--- src/hdl/q2e_pkg.sv ---
// Shared types, widths and constants for the quaternion to Z-Y-X Euler converter.
// Used by the square-root cells, the CORDIC cells and the top level.
package q2e_pkg;

   localparam int OpW         = 38;
   localparam int AngW        = 20;
   localparam int RadW        = 58;
   localparam int RemW        = 32;
   localparam int RootW       = 29;
   localparam int SlimW       = 30;
   localparam int SqrtSteps   = 29;
   localparam int CordicSteps = 17;
   localparam int FrontStages = 3;
   localparam int PipeStages  = FrontStages + SqrtSteps + 1 + CordicSteps;

   localparam logic signed [AngW-1:0]  PiQ16      = 20'sd205887;
   localparam logic signed [SlimW-1:0] OneQ28     = 30'sd268435456;
   localparam logic signed [16:0]      AngPiQ13   = 17'sd25736;
   localparam logic signed [16:0]      AngHalfPiQ13 = 17'sd12868;

   typedef struct packed {
      logic signed [OpW-1:0]   yaw_y;
      logic signed [OpW-1:0]   yaw_x;
      logic signed [OpW-1:0]   roll_y;
      logic signed [OpW-1:0]   roll_x;
      logic signed [SlimW-1:0] pitch_s;
   } side_type;

   typedef struct packed {
      logic [RadW-1:0]  rad;
      logic [RemW-1:0]  rem;
      logic [RootW-1:0] root;
      side_type         side;
   } sqrt_stage_type;

   typedef struct packed {
      logic signed [OpW-1:0]  x;
      logic signed [OpW-1:0]  y;
      logic signed [AngW-1:0] z;
      logic                   zero;
   } lane_type;

   function automatic logic signed [AngW-1:0] atan_entry(input logic [4:0] idx);
      logic signed [AngW-1:0] v;
      unique case (idx)
         5'd0:  v = 20'sd51472;
         5'd1:  v = 20'sd30386;
         5'd2:  v = 20'sd16055;
         5'd3:  v = 20'sd8150;
         5'd4:  v = 20'sd4091;
         5'd5:  v = 20'sd2047;
         5'd6:  v = 20'sd1024;
         5'd7:  v = 20'sd512;
         5'd8:  v = 20'sd256;
         5'd9:  v = 20'sd128;
         5'd10: v = 20'sd64;
         5'd11: v = 20'sd32;
         5'd12: v = 20'sd16;
         5'd13: v = 20'sd8;
         5'd14: v = 20'sd4;
         5'd15: v = 20'sd2;
         5'd16: v = 20'sd1;
         default: v = 20'sd0;
      endcase
      return v;
   endfunction

endpackage

--- src/hdl/q2e_sqrt_cell.sv ---
// One digit step of the pipelined integer square root, with side data carried along.
// Depends on q2e_pkg.
module q2e_sqrt_cell import q2e_pkg::*; (
   input  logic           clock,
   input  logic           adv,
   input  sqrt_stage_type d_in,
   output sqrt_stage_type d_out
);

   sqrt_stage_type stage_ff, stage_in;
   logic [RemW-1:0] rem2;
   logic [RemW-1:0] trial;

   always_comb begin
      rem2  = {d_in.rem[RemW-3:0], d_in.rad[RadW-1 -: 2]};
      trial = {1'b0, d_in.root, 2'b01};
      stage_in      = d_in;
      stage_in.rad  = {d_in.rad[RadW-3:0], 2'b00};
      if (rem2 >= trial) begin
         stage_in.rem  = rem2 - trial;
         stage_in.root = {d_in.root[RootW-2:0], 1'b1};
      end else begin
         stage_in.rem  = rem2;
         stage_in.root = {d_in.root[RootW-2:0], 1'b0};
      end
   end

   always_ff @(posedge clock) begin
      if (adv) begin
         stage_ff <= stage_in;
      end
   end

   assign d_out = stage_ff;

endmodule

--- config.mk ---
export PLATFORM = sky130hd
export DESIGN_NAME = q2e_sqrt_cell
export DESIGN_NICKNAME = d
export VERILOG_FILES = /design/src/hdl/q2e_pkg.sv /design/src/hdl/q2e_sqrt_cell.sv
export SDC_FILE = /design/constraint.sdc
export NUM_CORES = 1
export LEC_CHECK = 0
export BUFFER_PORTS_ARGS = -buffer_cell sky130_fd_sc_hd__buf_2
export CELL_PAD_IN_SITES_DETAIL_PLACEMENT = 2
export CELL_PAD_IN_SITES_GLOBAL_PLACEMENT = 2
export CORE_AREA = 2 2 232 234
export DETAILED_ROUTE_END_ITERATION = 8
export DIE_AREA = 0 0 234 236
export PLACE_DENSITY_LB_ADDON = 0.08
export SETUP_SLACK_MARGIN = 0.1
export SLEW_MARGIN = 20
export SYNTH_ARGS = -nofsm -noshare
export SYNTH_HDL_FRONTEND = slang
export SYNTH_SLANG_ARGS = --single-unit
--- constraint.sdc ---
create_clock -name clock -period 3.7 [get_ports clock]
set_clock_uncertainty 0.05 [all_clocks]
set_input_delay 0.555 -clock clock [delete_from_list [all_inputs] [get_ports clock]]
set_output_delay 0.555 -clock clock [all_outputs]
set_load 0.02 [all_outputs]
==> impl_metrics.toml <==
[die]
core-area_mm2 = 0.0531
die-area_mm2 = 0.0552
die_h_um = 236
num_io_pins = 604
rows = 85
die_w_um = 234
start_util_pct = 21.2

[sta]
fmax_ghz = 0.354
setup_viol = 0
tightest_slew_ns = 0.623
finalCritPeriodShare_pct = 76.3
slew_headroom_pct = 57.9
drv_slew = 0
tns_ns = 0
grt_setup_unrepaired = "false"
period_needed_ns = 2.82
hold_viol = 0
worst_slack_ns = 0.876

[clock_tree]
cts.repair.resized = 0
cts-root-buf = "clkbuf_16"
cts_buffers = 38
hold_buffers = 0
clkTransAtPathRegs_ns = 0.06
cts.sinks = 299
tritoncts = "built"
clockBufferDepth = 3
htree_num_levels = 2
post_cts_buffers = 0

[placed_design]
routabilityCongestion = 0.840
dp_slack_ns = 0.271
dp_hpwl_um = 39400
io_buffer_count = 599

[yosys]
yosysWarnings = 0
synthArstFlopShare_pct = 0
synth-main-ff-cell = "edfxtp_1"
synthSimpleGateAreaFrac_pct = 4.51
seq_area_frac_synth_pct = 80.0
synth_cells = 640
synth_top_family_by_area = "compound AO/OA/AOI/OAI gates"
syn-cell-area_mm2 = 0.0112
synth-xor-area-share_pct = 2.11
synth_cell_types = 56
synth.area.mux_share_pct = 0.903
avgSynthCellArea_um2 = 17.5
synth_edf_count = 299
ys_seq_elements = 299
synth_compound_area_share_pct = 7.06
synth_fa_ha_area_share_pct = 3.46

[detailed_routing]
dr.pass1.iters = 4
drc = 0
routed_wl_um = 47800
detail-route-antenna-nets = 0
wire_per_inst_um = 23.8
dr.first_iter.drc_count = 331
vias = 8184
viasPerCell = 4.07

[worst_setup_path]
crit_fanout = 5
cp-start-kind = "primary input"
cp-end-kind = "flip-flop"
crit_type = "primary input to flip-flop"
required_ns = 3.93
cp.arrival_ns = 3.05

[layout]
final_cell_mix = "buf_2, edfxtp_1, a21oi_1"
layout_commonest_cell = "buf_2"
largest_register_ffs = 299
area_growth_pct = 45.7
layout-drive-gt1-share_pct = 52.0
fin_nets = 1616

[pwr]
powerDensity_mw_per_mm2 = 553
power.leakage_nw = 6.99
ir_drop_v = 0.000281

[global_route]
grt_overflow_total = 0
antenna_found_initial = 17
grt_pass1_wl_um = 65800
grt_max_degree = 73
grt_util_all_layers_pct = 16.8
first_global_vias = 8735

[hold_path]
hold_path_class = "primary input to flip-flop"
hold_path_depth = 1

[run]
drv_cap = 0

[status]
status = "finished, final reports clean"
==> per-stage QoR <==
step                cells  power, mW  hold slack (ns)  cell area, um2  utilization (%)
detailed placement   1938       5.71            0.683           15200             28.6
global placement     1938       5.69            0.682           15200             28.6
CTS                  2006       9.23           0.0882           16300             30.8
global route         2009       9.43           0.0948           16400             30.8
finish               2012       9.04            0.131           16400             30.8
floorplan             641       4.96            0.604           11200                -
==> layer usage <==
metal,up-vias,track usage [%],share of wire (%)
met5,-,0,0.088
met4,6,4.74,2.5
met3,64,5.91,8.3
met2,305,31.6,54
met1,4063,17.1,35
li1,3746,-,-
==> synth_stat cells, types with 2 or more instances <==
master / instances / area [um2]
a211oi_1: 3 / 22.5
a21o_1: 14 / 105
a21oi_1: 55 / 275
a311oi_1: 2 / 17.5
a31o_2: 2 / 17.5
and2_1: 3 / 18.8
and3_1: 4 / 25.0
buf_2: 6 / 30.0
buf_4: 2 / 15.0
clkbuf_1: 5 / 18.8
edfxtp_1: 299 / 8980
ha_1: 31 / 388
inv_1: 38 / 143
mux2_1: 3 / 33.8
mux2_2: 6 / 67.6
nand2_1: 20 / 75.1
nand2b_1: 5 / 31.3
nand3_1: 8 / 40.0
nand4_1: 6 / 37.5
nor2_1: 36 / 135
nor3_1: 8 / 40.0
nor4_1: 2 / 12.5
o211ai_1: 3 / 22.5
o21ai_0: 10 / 50.1
o21ai_1: 2 / 10.0
o21bai_1: 5 / 37.5
o22ai_1: 2 / 12.5
o31ai_1: 2 / 15.0
o31ai_4: 2 / 42.5
o41ai_1: 2 / 17.5
or2_2: 2 / 12.5
or3_1: 3 / 18.8
xnor2_1: 14 / 123
xor2_1: 13 / 114
==> area by class of cell <==
class / count / area (um2)
flip-flops and latches: 299 / 8980
well taps: 696 / 871
multi-input cells: 290 / 2030
clock inverters: 19 / 128
repair buffers: 615 / 3180
fillers: 5705 / 36700
clock buffers: 49 / 1010
diodes: 6 / 15.0
inverters: 38 / 143
==> worst paths after layout <==
check	from	end	slack [ns]
max	d_in[186]	d_out[239]	0.88
min	d_in[63]	d_out[63]	0.13
==> where the power goes <==
group | switching [mW] | total (mW) | internal [mW]
registers | 0.0662 | 4.14 | 4.07
clock network | 1.44 | 3.44 | 2.00
logic | 0.963 | 1.46 | 0.496
total | 2.47 | 9.04 | 6.57
==> worst max-delay path, cell delays in order <==
cell and delay [ns]:
buf_2 0.09, inv_1 0.04, ha_1 0.37, nor2_1 0.25, nor3b_2 0.10, o31ai_4 0.38
o31ai_4 0.14, buf_4 0.17, a21oi_1 0.28, o221ai_1 0.19, xor2_1 0.17, mux2_1 0.30
==> logic make-up (layout without fill, tap and decap cells) <==
family	count (synthesis)	in the layout
compound gates	118	118
xor+xnor	27	27
fa+ha+maj	31	31
buf+inv	52	721
flops	299	299
mux	9	9
other cells	1	8
simple gates	103	103
Note: power is estimated with default switching activity, not from simulation.
