File: src/hdl/q2e_pkg.sv
// Shared types, widths and constants for the quaternion to Z-Y-X Euler converter.
// Used by the square-root cells, the CORDIC cells and the top level.
package q2e_pkg;

   localparam int OpW         = 38;
   localparam int AngW        = 20;
   localparam int RadW        = 58;
   localparam int RemW        = 32;
   localparam int RootW       = 29;
   localparam int SlimW       = 30;
   localparam int SqrtSteps   = 29;
   localparam int CordicSteps = 17;
   localparam int FrontStages = 3;
   localparam int PipeStages  = FrontStages + SqrtSteps + 1 + CordicSteps;

   localparam logic signed [AngW-1:0]  PiQ16      = 20'sd205887;
   localparam logic signed [SlimW-1:0] OneQ28     = 30'sd268435456;
   localparam logic signed [16:0]      AngPiQ13   = 17'sd25736;
   localparam logic signed [16:0]      AngHalfPiQ13 = 17'sd12868;

   typedef struct packed {
      logic signed [OpW-1:0]   yaw_y;
      logic signed [OpW-1:0]   yaw_x;
      logic signed [OpW-1:0]   roll_y;
      logic signed [OpW-1:0]   roll_x;
      logic signed [SlimW-1:0] pitch_s;
   } side_type;

   typedef struct packed {
      logic [RadW-1:0]  rad;
      logic [RemW-1:0]  rem;
      logic [RootW-1:0] root;
      side_type         side;
   } sqrt_stage_type;

   typedef struct packed {
      logic signed [OpW-1:0]  x;
      logic signed [OpW-1:0]  y;
      logic signed [AngW-1:0] z;
      logic                   zero;
   } lane_type;

   function automatic logic signed [AngW-1:0] atan_entry(input logic [4:0] idx);
      logic signed [AngW-1:0] v;
      unique case (idx)
         5'd0:  v = 20'sd51472;
         5'd1:  v = 20'sd30386;
         5'd2:  v = 20'sd16055;
         5'd3:  v = 20'sd8150;
         5'd4:  v = 20'sd4091;
         5'd5:  v = 20'sd2047;
         5'd6:  v = 20'sd1024;
         5'd7:  v = 20'sd512;
         5'd8:  v = 20'sd256;
         5'd9:  v = 20'sd128;
         5'd10: v = 20'sd64;
         5'd11: v = 20'sd32;
         5'd12: v = 20'sd16;
         5'd13: v = 20'sd8;
         5'd14: v = 20'sd4;
         5'd15: v = 20'sd2;
         5'd16: v = 20'sd1;
         default: v = 20'sd0;
      endcase
      return v;
   endfunction

endpackage

File: src/hdl/q2e_cordic_cell.sv
// One vectoring CORDIC rotation for a single atan2 lane, registered.
// Depends on q2e_pkg for the lane type and the arctangent table.
module q2e_cordic_cell import q2e_pkg::*; (
   input  logic     clock,
   input  logic     adv,
   input  logic [4:0] step_idx,
   input  lane_type d_in,
   output lane_type d_out
);

   lane_type lane_ff, lane_in;
   logic signed [OpW-1:0] dx;
   logic signed [OpW-1:0] dy;

   always_comb begin
      dx = d_in.y >>> step_idx;
      dy = d_in.x >>> step_idx;
      lane_in = d_in;
      if (!d_in.y[OpW-1]) begin
         lane_in.x = d_in.x + dx;
         lane_in.y = d_in.y - dy;
         lane_in.z = d_in.z + atan_entry(step_idx);
      end else begin
         lane_in.x = d_in.x - dx;
         lane_in.y = d_in.y + dy;
         lane_in.z = d_in.z - atan_entry(step_idx);
      end
   end

   always_ff @(posedge clock) begin
      if (adv) begin
         lane_ff <= lane_in;
      end
   end

   assign d_out = lane_ff;

endmodule

File: config.mk
export PLATFORM = sky130hd
export DESIGN_NAME = q2e_cordic_cell
export DESIGN_NICKNAME = d
export VERILOG_FILES = /design/src/hdl/q2e_pkg.sv /design/src/hdl/q2e_cordic_cell.sv
export SDC_FILE = /design/constraint.sdc
export NUM_CORES = 1
export LEC_CHECK = 0
export BUFFER_PORTS_ARGS = -buffer_cell sky130_fd_sc_hd__buf_2
export CAP_MARGIN = 20
export CORE_MARGIN = 2
export CORE_UTILIZATION = 54
export DETAILED_ROUTE_END_ITERATION = 7
export PLACE_DENSITY = 0.78
export SETUP_SLACK_MARGIN = 0.05
export SYNTH_ARGS = -nofsm -noshare
export SYNTH_HDL_FRONTEND = slang
export SYNTH_SLANG_ARGS = --single-unit
File: constraint.sdc
create_clock -name clock -period 15.4 [get_ports clock]
set_input_delay 3.08 -clock clock [delete_from_list [all_inputs] [get_ports clock]]
set_output_delay 3.08 -clock clock [all_outputs]
set_load 0.01 [all_outputs]
==> impl_metrics.yaml, run 1 <==
synthesis:
  synthDistinctLibCells: 89
  synth_top_cell_area_share: 0.191
  seq_area_frac_synth: 0.191
  yosys.area.top_type: "edfxtp_1"
  synth_xor_area_frac: 0.0877
  synthArstFlopShare: 0
  synth_top_family_by_area: "compound AO/OA/AOI/OAI gates"
  synth_nets: 1926
  yosys.area_share.simple: 0.156
  synth_most_common_cell: "a21oi_1"
  syn_avg_cell_area_um2: 8.91
  dominantRegCellSynth: "edfxtp_1"
  yosys-top-cells-area: "edfxtp_1 19%, mux4_2 13%, ha_1 8.6%, a21oi_1 4.9%, xnor2_1 4.9%"
  synth-adder-area-share: 0.0900
  muxShareOfSynthArea: 0.213
  synthTopCellsByCount: "150 x a21oi_1, 148 x nand2_1, 140 x nor2_1, 105 x ha_1, 97 x edfxtp_1"
  yosys_register_bits: 97
  yosysWarningCount: 0
  synth_edf_count: 97
  syn_area_um2: 15300
  synth-compound-area-share: 0.217
  synth_cells: 1714
power:
  design_power_total_w: 0.00154
  pwr-share-seq: 0.267
  p_switching_w: 0.000653
  switching_share: 0.424
  powerDensity_nw_per_um2: 92.4
  p_int_w: 0.000887
  max-vdd-ir-drop_mv: 0.0511
  p_comb_frac: 0.579
  clockPowerShare: 0.154
  total_leakage_power_nw: 6.91
timing:
  finalSetupViolations: 0
  fmax_mhz: 94.4
  holdWs_ns: 2.88
  rsz0062_at_grt: "false"
  relSlewSlack: 0.242
  slew_violations: 0
  fin_setup_tns_ns: 0
  hold_viol: 0
  worst_pin_slew_ns: 1.14
  layout_min_cycle_time_ns: 10.59
  period_share: 0.688
drt:
  drt_wl_total_um: 53300
  drt_pre_antenna_iters: 8
  wl_per_cell_um: 23.9
  final_antenna_net_count: 0
  num_vias: 15000
  drc_errors: 0
  via_per_inst: 6.71
  drt_first_iter_violations: 1592
place:
  dp_cells: 2212
  portBuffers: 200
  hpwl_um: 40700
  place_congestion: 0.989
layout:
  syn2layout_area_growth_pct: 9.11
  final_core_util: 0.600
  stdcell_count: 2228
  n_antenna_cell: 0
  largest_reg_flops: 97
  drive_gt1_frac: 0.214
  nets: 2057
  nFillCells: 2503
global_route:
  grt-ovfl-total: 0
  met1_usage: 0.454
  met2_usage: 0.585
  grt_pass1_wl_um: 80100
  grt_max_degree: 70
  grt_antenna_before_repair: 0
  met3_usage: 0.0568
  busiest_layer: "met2"
  grt_usage: 0.355
  grt_pass1_vias: 13900
outcome:
  status: "finished clean"
clock_tree:
  post_cts_resized: 0
  cts_sinks: 97
  clk_pin_slew_ns: 0.08
  htreeDepth: 3
  clockBufferDepth: 2
  cts_tree: "done"
  cts_made_buffers: 9
  cts_setup_buffers: 0
  ctsHoldBuffers: 0
  clockRootBuffer: "clkbuf_16"
floorplanning:
  fp.dieH_um: 172
  dieArea_um2: 29600
  start_util: 0.550
  die_x_um: 172
  io_pins: 201
  placementRows: 61
  core-area_um2: 27800
worst_setup_path:
  cp-start-kind: "input pin"
  cp_max_fo: 69
  end_kind: "register"
  worst-setup-path-type: "input pin to register"
  cp_data_arrival_time_ns: 10.73
  required_ns: 15.54
hold_path:
  hp-class: "input pin to register"
job:
  max_cap_violations: 0
cell usage in the layout, fill, tap and decap left out, types with 29 or more instances in the layout:
cell type  netlist  layout
nand3_1         29      29
a31oi_1         30      30
nor2_1         140     140
mux4_2          85      85
mux2i_1         66      66
nand2_1        148     148
xnor2_1         85      85
ha_1           105     105
inv_1           44      44
edfxtp_1        97      97
o21ai_0         88      88
xor2_1          68      68
mux2_2          55      55
buf_2           20     196
a21oi_1        150     150
a21o_1          50      50
nor3_1          31      31
per-layer routing:
layer | vias to the layer above | share of wire
met5 | - | 0
met4 | 0 | 0.051
met3 | 129 | 0.085
met2 | 822 | 0.47
met1 | 7194 | 0.40
li1 | 6808 | -
through the flow:
stage / worst slack [ns] / area [um2]
global route: 4.20 / 16700
global placement: 4.67 / 16400
detailed placement: 4.58 / 16400
finish: 4.81 / 16700
CTS: 4.96 / 16700
floorplan: 6.50 / 15300
cell families after synthesis:
family / count (synthesis)
AO/OA/AOI/OAI: 511
XOR/XNOR: 153
adder cells (fa/ha/maj): 108
buffers and inverters: 144
flip-flops: 97
multiplexers: 211
AND/OR/NAND/NOR: 490
path summary, 6_finish.rpt:
| check | to | cells past startpoint | slack, ns | startpoint |
|---|---|---|---|---|
| max | d_out[96]$_DFFE_PP_ | 24 | 4.81 | step_idx[0] |
| min | d_out[0]$_DFFE_PP_ | 1 | 2.88 | d_in[0] |
area by class of cell:
cell class / count / area, um2 / share of cell area
clock buffer: 11 / 233 / 0.0140
clock inverter: 5 / 56.3 / 0.00338
tap: 378 / 473 / 0.0284
multi-input combinational: 1473 / 11700 / 0.700
sequential: 97 / 2910 / 0.175
inverter: 46 / 173 / 0.0104
timing repair buffer: 218 / 1150 / 0.0690
power by group through the flow:
| stage | registers, W | clock network [W] | logic (W) |
|---|---|---|---|
| final | 0.000411 | 0.000237 | 0.000891 |
| after global routing | 0.000419 | 0.000248 | 0.000965 |
| after CTS | 0.000412 | 0.000241 | 0.000876 |
| after detailed placement | 0.000417 | 0 | 0.000871 |
| after global placement | 0.000415 | 0 | 0.000854 |
| after floorplan | 0.000460 | 0 | 0.000573 |
critical path: stages:
cell and delay [ns]:
buf_6 0.59, buf_4 0.76, clkinv_1 0.65, mux4_2 0.66, mux2i_1 0.34, o211a_1 0.25, nand4_1 0.19, nor2_1 0.30
a31o_2 0.29, o21ai_1 0.20, a21oi_1 0.51, a22oi_1 0.18, o22ai_1 0.24, ha_1 0.34, a21o_1 0.18, a21o_1 0.16
a21oi_1 0.20, nand3b_1 0.10, o21ai_0 0.25, a31oi_1 0.25, a2111oi_0 0.54, o21bai_1 0.14, a21oi_1 0.19, xnor2_1 0.09
(Power assumes the default switching activity.)
==> run 2, diff against run 1 <==
--- a/config.mk
+++ b/config.mk
@@ -5,6 +5,7 @@
 export SDC_FILE = /design/constraint.sdc
 export NUM_CORES = 1
 export LEC_CHECK = 0
+export ABC_AREA = 1
 export BUFFER_PORTS_ARGS = -buffer_cell sky130_fd_sc_hd__buf_2
 export CAP_MARGIN = 20
 export CORE_MARGIN = 2
==> constraint.sdc (replaced) <==
create_clock -name clock -period 10.24 [get_ports clock]
set_input_delay 2.048 -clock clock [delete_from_list [all_inputs] [get_ports clock]]
set_output_delay 2.048 -clock clock [all_outputs]
set_load 0.01 [all_outputs]
==> run 2 against run 1 <==
  * Sequential power up 50%
  * Critical path depth shrank 2
  * Routed wire length is 11% higher
  * Synthesized cell count is 54% higher
  * Flip-flop and latch count unchanged
  * Via count increased by 24%
  * Die area is 4.4% higher
  * Core utilization is essentially flat
  * Setup slack got worse by 2.3 ns
  * Count of clock-buffer cells in the layout decreased by 2
  * Sequential share of layout area shrank 0.71 points
  * Global-route usage grew 1.8 points
  * Largest power group unchanged
  * Highest routed layer is now met5
==> impl_metrics.yaml, run 2 <==
outcome:
  status: "finished clean"
worst_setup_path:
  path_cells: "buf_2, inv_2, buf_4, nand3_1, nand3_1, nand3_1, nand2_1, inv_1, ha_1, nand3_1, nor2_2, inv_1, nor2_2, nor2_1, xor2_1, ha_1, nand2_1, nor4_1, a21oi_1, o31ai_1, a21oi_1, xnor2_1"
  end_kind: "register"
  cp_num_buf_inv: 5
  cp_data_arrival_time_ns: 7.85
  endpoint: "d_out[85]$_DFFE_PP_"
  crit_slowest_cell: "nor4_1"
  cp.depth: 22
  cpLargestDelayFamily: "simple AND/OR/NAND/NOR gates"
  required_ns: 10.38
  cp_max_fo: 43
  crit_path_frequent_cell: "nand3_1"
  worst-setup-path-type: "input pin to register"
  max_stage_delay_ns: 0.85
  startpoint: "step_idx[2]"
  cp-start-kind: "input pin"
synthesis:
  synthTopCellsByCount: "828 x nand2_1, 426 x nand3_1, 235 x inv_1, 206 x nor2_1, 130 x a21oi_1"
  synth_cells: 2642
  synth_edf_count: 97
  synth_top_cell_area_share: 0.195
  yosysWarningCount: 0
  synth_most_common_cell: "nand2_1"
  dominantRegCellSynth: "edfxtp_1"
  yosys-top-cells-area: "nand2_1 19%, edfxtp_1 18%, nand3_1 13%, ha_1 8.2%, xor2_1 6.0%"
  yosys.area.top_type: "nand2_1"
  seq_area_frac_synth: 0.182
  synth_nets: 2854
  syn_area_um2: 16000
  synthDistinctLibCells: 52
  yosys_register_bits: 97
  syn_avg_cell_area_um2: 6.04
  synthArstFlopShare: 0
timing:
  slew_violations: 0
  fin_setup_tns_ns: 0
  relSlewSlack: 0.262
  layout_min_cycle_time_ns: 7.71
  worst_pin_slew_ns: 1.11
  finalSetupViolations: 0
  period_share: 0.753
  timing.final.ws_setup_ns: 2.53
  rsz0062_at_grt: "false"
  fmax_mhz: 130
  holdWs_ns: 1.85
  hold_viol: 0
layout:
  n_antenna_cell: 0
  drive_gt1_frac: 0.144
  nets: 2990
  final_cell_mix: "828 x nand2_1, 426 x nand3_1, 235 x inv_1, 205 x nor2_1, 199 x buf_2"
  stdcell_count: 3167
  nFillCells: 2925
  largest_reg_flops: 97
  syn2layout_area_growth_pct: 8.78
  layout_commonest_cell: "nand2_1"
clock_tree:
  htreeDepth: 3
  cts_tree: "done"
  cts_sinks: 97
  cts_made_buffers: 9
  cts_setup_buffers: 0
  post_cts_resized: 0
  clockBufferDepth: 2
  clockRootBuffer: "clkbuf_16"
  clk_pin_slew_ns: 0.09
  ctsHoldBuffers: 0
power:
  total_leakage_power_nw: 8.93
  p_int_w: 0.00123
  pwr-share-seq: 0.263
  max-vdd-ir-drop_mv: 0.0796
  p_comb_frac: 0.588
  p_switching_w: 0.00113
  clockPowerShare: 0.149
  switching_share: 0.479
  powerDensity_nw_per_um2: 135
global_route:
  grt_max_degree: 83
  grt_antenna_before_repair: 1
  grt_pass1_vias: 16800
  grt_pass1_wl_um: 90100
  grt-ovfl-total: 0
  grt_usage: 0.373
place:
  portBuffers: 200
  post-place-ws_ns: 2.55
  hpwl_um: 48300
  place_congestion: 1.04
  dp_cells: 3151
drt:
  drc_errors: 0
  wl_per_cell_um: 18.7
  via_per_inst: 5.86
  drt_wl_total_um: 59200
  num_vias: 18600
  drt_pre_antenna_iters: 6
  final_antenna_net_count: 0
  drt_first_iter_violations: 2446
hold_path:
  hp-class: "input pin to register"
floorplanning:
  io_pins: 201
  placementRows: 62
  core-area_um2: 28900
  fp.dieH_um: 176
  dieArea_um2: 31000
  die_x_um: 176
  start_util: 0.552
job:
  max_cap_violations: 0
## run 2: cell types whose count changed in the layout (fill, tap and decap cells not counted), moves of 55 or more
cell,change
nand2_2,+60
mux4_2,-85
nand3_1,+397
nand2_1,+680
inv_1,+191
mux2i_1,-66
nor2_1,+65
mux2_2,-55
## run 2: final cells by class
type                    instances  area [um2]  share of cell area
multi-input cells            2173       11500               0.664
flip-flops and latches         97        2910               0.168
repair buffers                214        1110              0.0638
inverters                     283        1060              0.0612
well taps                     384         480              0.0277
clock buffers                   9         225              0.0130
clock inverters                 7        53.8             0.00310
## run 2: cells by family after synthesis
kind of cell,after synthesis,synth area share
xor gates and xnor gates,145,0.0796
DFF,97,0.182
buffers and inverters,372,0.0959
and+or+nand+nor,1618,0.447
AOI/OAI and AO/OA,302,0.109
adders and majority gates,108,0.0861
## run 2: layer usage
layer / global-route usage / vias up / share of wire / routed length [um]
met5: 0 / - / 0.00022 / 13
met4: 0.142 / 2 / 0.039 / 2330
met3: 0.0997 / 148 / 0.11 / 6770
met2: 0.564 / 1097 / 0.42 / 24900
met1: 0.509 / 8311 / 0.43 / 25300
li1: - / 8997 / - / -
## run 2: power groups by stage
stage / clock, W / sequential [W] / combinational, W
2_1_floorplan: 0 / 0.000691 / 0.000869
3_5_place_dp: 0 / 0.000627 / 0.00135
4_1_cts: 0.000354 / 0.000619 / 0.00135
6_report: 0.000350 / 0.000618 / 0.00138
3_3_place_gp: 0 / 0.000625 / 0.00133
5_1_grt: 0.000366 / 0.000628 / 0.00152
## run 2: worst min-delay path by stage
| stage | start | to | slack [ns] | depth (start not counted) |
|---|---|---|---|---|
| detailed placement | d_in[0] | d_out[0]$_DFFE_PP_ | 2.23 | 1 |
| floorplan | d_in[0] | d_out[0]$_DFFE_PP_ | 2.15 | 0 |
| global route | d_in[0] | d_out[0]$_DFFE_PP_ | 1.85 | 1 |
| finish | d_in[0] | d_out[0]$_DFFE_PP_ | 1.85 | 1 |
| global placement | d_in[0] | d_out[0]$_DFFE_PP_ | 2.23 | 1 |
| CTS | d_in[0] | d_out[0]$_DFFE_PP_ | 1.84 | 1 |
## run 2: per-stage QoR
stage / util / total power [W] / cell area [um2]
floorplan: - / 0.00156 / 16000
global placement: 0.591 / 0.00196 / 17100
detailed placement: 0.591 / 0.00197 / 17100
CTS: 0.600 / 0.00232 / 17400
global route: 0.600 / 0.00251 / 17400
finish: 0.600 / 0.00235 / 17400
==> run 3, diff against run 2 <==
--- a/config.mk
+++ b/config.mk
@@ -5,13 +5,13 @@
 export SDC_FILE = /design/constraint.sdc
 export NUM_CORES = 1
 export LEC_CHECK = 0
-export ABC_AREA = 1
+export ABC_AREA = 0
 export BUFFER_PORTS_ARGS = -buffer_cell sky130_fd_sc_hd__buf_2
 export CAP_MARGIN = 20
 export CORE_MARGIN = 2
 export CORE_UTILIZATION = 54
 export DETAILED_ROUTE_END_ITERATION = 7
-export PLACE_DENSITY = 0.78
+export PLACE_DENSITY = 0.81
 export SETUP_SLACK_MARGIN = 0.05
 export SYNTH_ARGS = -nofsm -noshare
 export SYNTH_HDL_FRONTEND = slang
==> constraint.sdc (replaced) <==
create_clock -name clock -period 7 [get_ports clock]
set_input_delay 1.4 -clock clock [delete_from_list [all_inputs] [get_ports clock]]
set_output_delay 1.4 -clock clock [all_outputs]
set_load 0.01 [all_outputs]
==> run 3 against run 2 <==
  * Core utilization grew 10 points
  * Worst hold slack worse by 0.66 ns
  * Power up 62%
  * Die area is 4.2% lower
  * Global-route usage is 3.7 points higher
  * Flip-flop and latch count did not move
  * Non-clock buffer count rose by 359
  * Sequential power is 47% higher
  * Sequential share of layout area fell by 1.8 points
  * Final cell count decreased by 18%
  * Combinational power grew 74%
  * Design area rose by 12%
  * Largest power group unchanged
==> impl_metrics.yaml, run 3 (synthesis results as in run 1) <==
outcome:
  status: "finished clean"
clock_tree:
  cts_sinks: 97
  htreeDepth: 3
  clockBufferDepth: 2
  cts_tree: "done"
  cts_made_buffers: 9
  clk_pin_slew_ns: 0.08
  ctsHoldBuffers: 0
  clockRootBuffer: "clkbuf_16"
layout:
  final_core_util: 0.703
  syn2layout_area_growth_pct: 27.8
  nets: 2412
  drive_gt1_frac: 0.350
  nFillCells: 2278
  seqCellArea_um2: 2910
  final_cell_mix: "365 x buf_4, 196 x buf_2, 148 x nand2_1, 147 x a21oi_1, 139 x nor2_1"
  stdcell_count: 2583
  multi_input_area_um2: 11800
  largest_reg_flops: 97
  layout_commonest_cell: "buf_4"
floorplanning:
  placementRows: 61
  dieArea_um2: 29600
  io_pins: 201
  die_x_um: 172
  start_util: 0.550
  fp.dieH_um: 172
  core-area_um2: 27800
global_route:
  grt_antenna_before_repair: 1
  grt_pass1_vias: 16200
  grt-ovfl-total: 0
  grt_pass1_wl_um: 92200
  grt_max_degree: 52
  grt_usage: 0.410
drt:
  drt_first_iter_violations: 1796
  wl_per_cell_um: 23.5
  drt_wl_total_um: 60800
  num_vias: 16400
  top_layer: "met4"
  final_antenna_net_count: 0
  drc_errors: 0
  via_per_inst: 6.37
  met1Wirelength_um: 24400
  wl_met2_um: 28200
  drt_pre_antenna_iters: 6
  dr_wl_met3_um: 5490
place:
  portBuffers: 200
  post-place-ws_ns: -0.340
  dp_cells: 2566
  hpwl_um: 49200
  place_congestion: 1.04
power:
  powerDensity_nw_per_um2: 195
  total_leakage_power_nw: 8.70
  max-vdd-ir-drop_mv: 0.153
hold_path:
  min_path_cells: 1
  min_to: "d_out[0]$_DFFE_PP_"
  hp-class: "input pin to register"
  hold_path_startpoint: "d_in[0]"
worst_setup_path:
  max_stage_delay_ns: 0.56
  cp_num_buf_inv: 4
  required_ns: 7.14
  worst-setup-path-type: "input pin to register"
  cp_data_arrival_time_ns: 6.93
  startpoint: "step_idx[0]"
  cp_max_fo: 12
  crit_path_frequent_cell: "a21o_1"
  crit_slowest_cell: "a2111oi_1"
  cpLargestDelayFamily: "compound AO/OA/AOI/OAI gates"
  end_kind: "register"
  cp-start-kind: "input pin"
timing:
  fin_setup_tns_ns: 0
  layout_min_cycle_time_ns: 6.79
  finalSetupViolations: 0
  period_share: 0.970
  rsz0062_at_grt: "true"
  hold_viol: 0
  relSlewSlack: 0.313
  holdWs_ns: 1.20
  worst_pin_slew_ns: 1.02
  slew_violations: 0
  fmax_mhz: 147
  timing.final.ws_setup_ns: 0.207
job:
  max_cap_violations: 0
-- run 3: changes by cell type in the layout (fill, tap and decap cells not counted), sizes merged, moves of 46 or more --
| cell | before | now |
|---|---|---|
| mux2 | 0 | 60 |
| xnor2 | 36 | 85 |
| nand2 | 893 | 149 |
| mux2i | 0 | 66 |
| mux4 | 0 | 85 |
| nor2 | 232 | 140 |
| inv | 285 | 46 |
| buf | 214 | 573 |
| a21o | 4 | 50 |
| nand3 | 446 | 30 |
-- run 3: layout make-up --
class / instances / area share
multi-input cells: 1473 / 0.603
repair buffers: 573 / 0.201
flip-flops and latches: 97 / 0.149
well taps: 378 / 0.0242
clock buffers: 9 / 0.0115
inverters: 46 / 0.00885
clock inverters: 6 / 0.00224
diodes: 1 / 0.000128
-- run 3: where the power goes --
part	leakage (nW)	total (W)	internal, W	switching [W]
logic	7.62	0.00240	0.00110	0.00130
clock network	0.132	0.000495	0.000242	0.000254
registers	0.950	0.000910	0.000870	0.0000401
-- run 3: per-layer routing --
layer	global-route usage	vias to the layer above
li1	-	7516
met1	0.526	7830
met2	0.674	944
met3	0.0758	156
met4	0.183	0
met5	0	-
-- run 3: per-stage QoR --
step / total power (W) / cell area, um2
4_1_cts: 0.00376 / 19400
6_report: 0.00381 / 19500
3_5_place_dp: 0.00325 / 19100
3_3_place_gp: 0.00318 / 19100
5_1_grt: 0.00403 / 19500
2_1_floorplan: 0.00227 / 15300
-- run 3: worst max-delay path by stage --
stage	end	slack, ns	cells after the start
2_1_floorplan	d_out[57]$_DFFE_PP_	-0.002	26
3_3_place_gp	d_out[96]$_DFFE_PP_	-0.27	24
3_5_place_dp	d_out[96]$_DFFE_PP_	-0.34	24
4_1_cts	d_out[58]$_DFFE_PP_	0.15	24
5_1_grt	d_out[95]$_DFFE_PP_	-0.07	27
6_report	d_out[95]$_DFFE_PP_	0.21	27
-- run 3: timing repair --
item / CTS / global route
setup endpoints to repair: 3 / 15
pin swaps: 0 / 3
buffers inserted: 0 / 1
resized for setup: 2 / 27
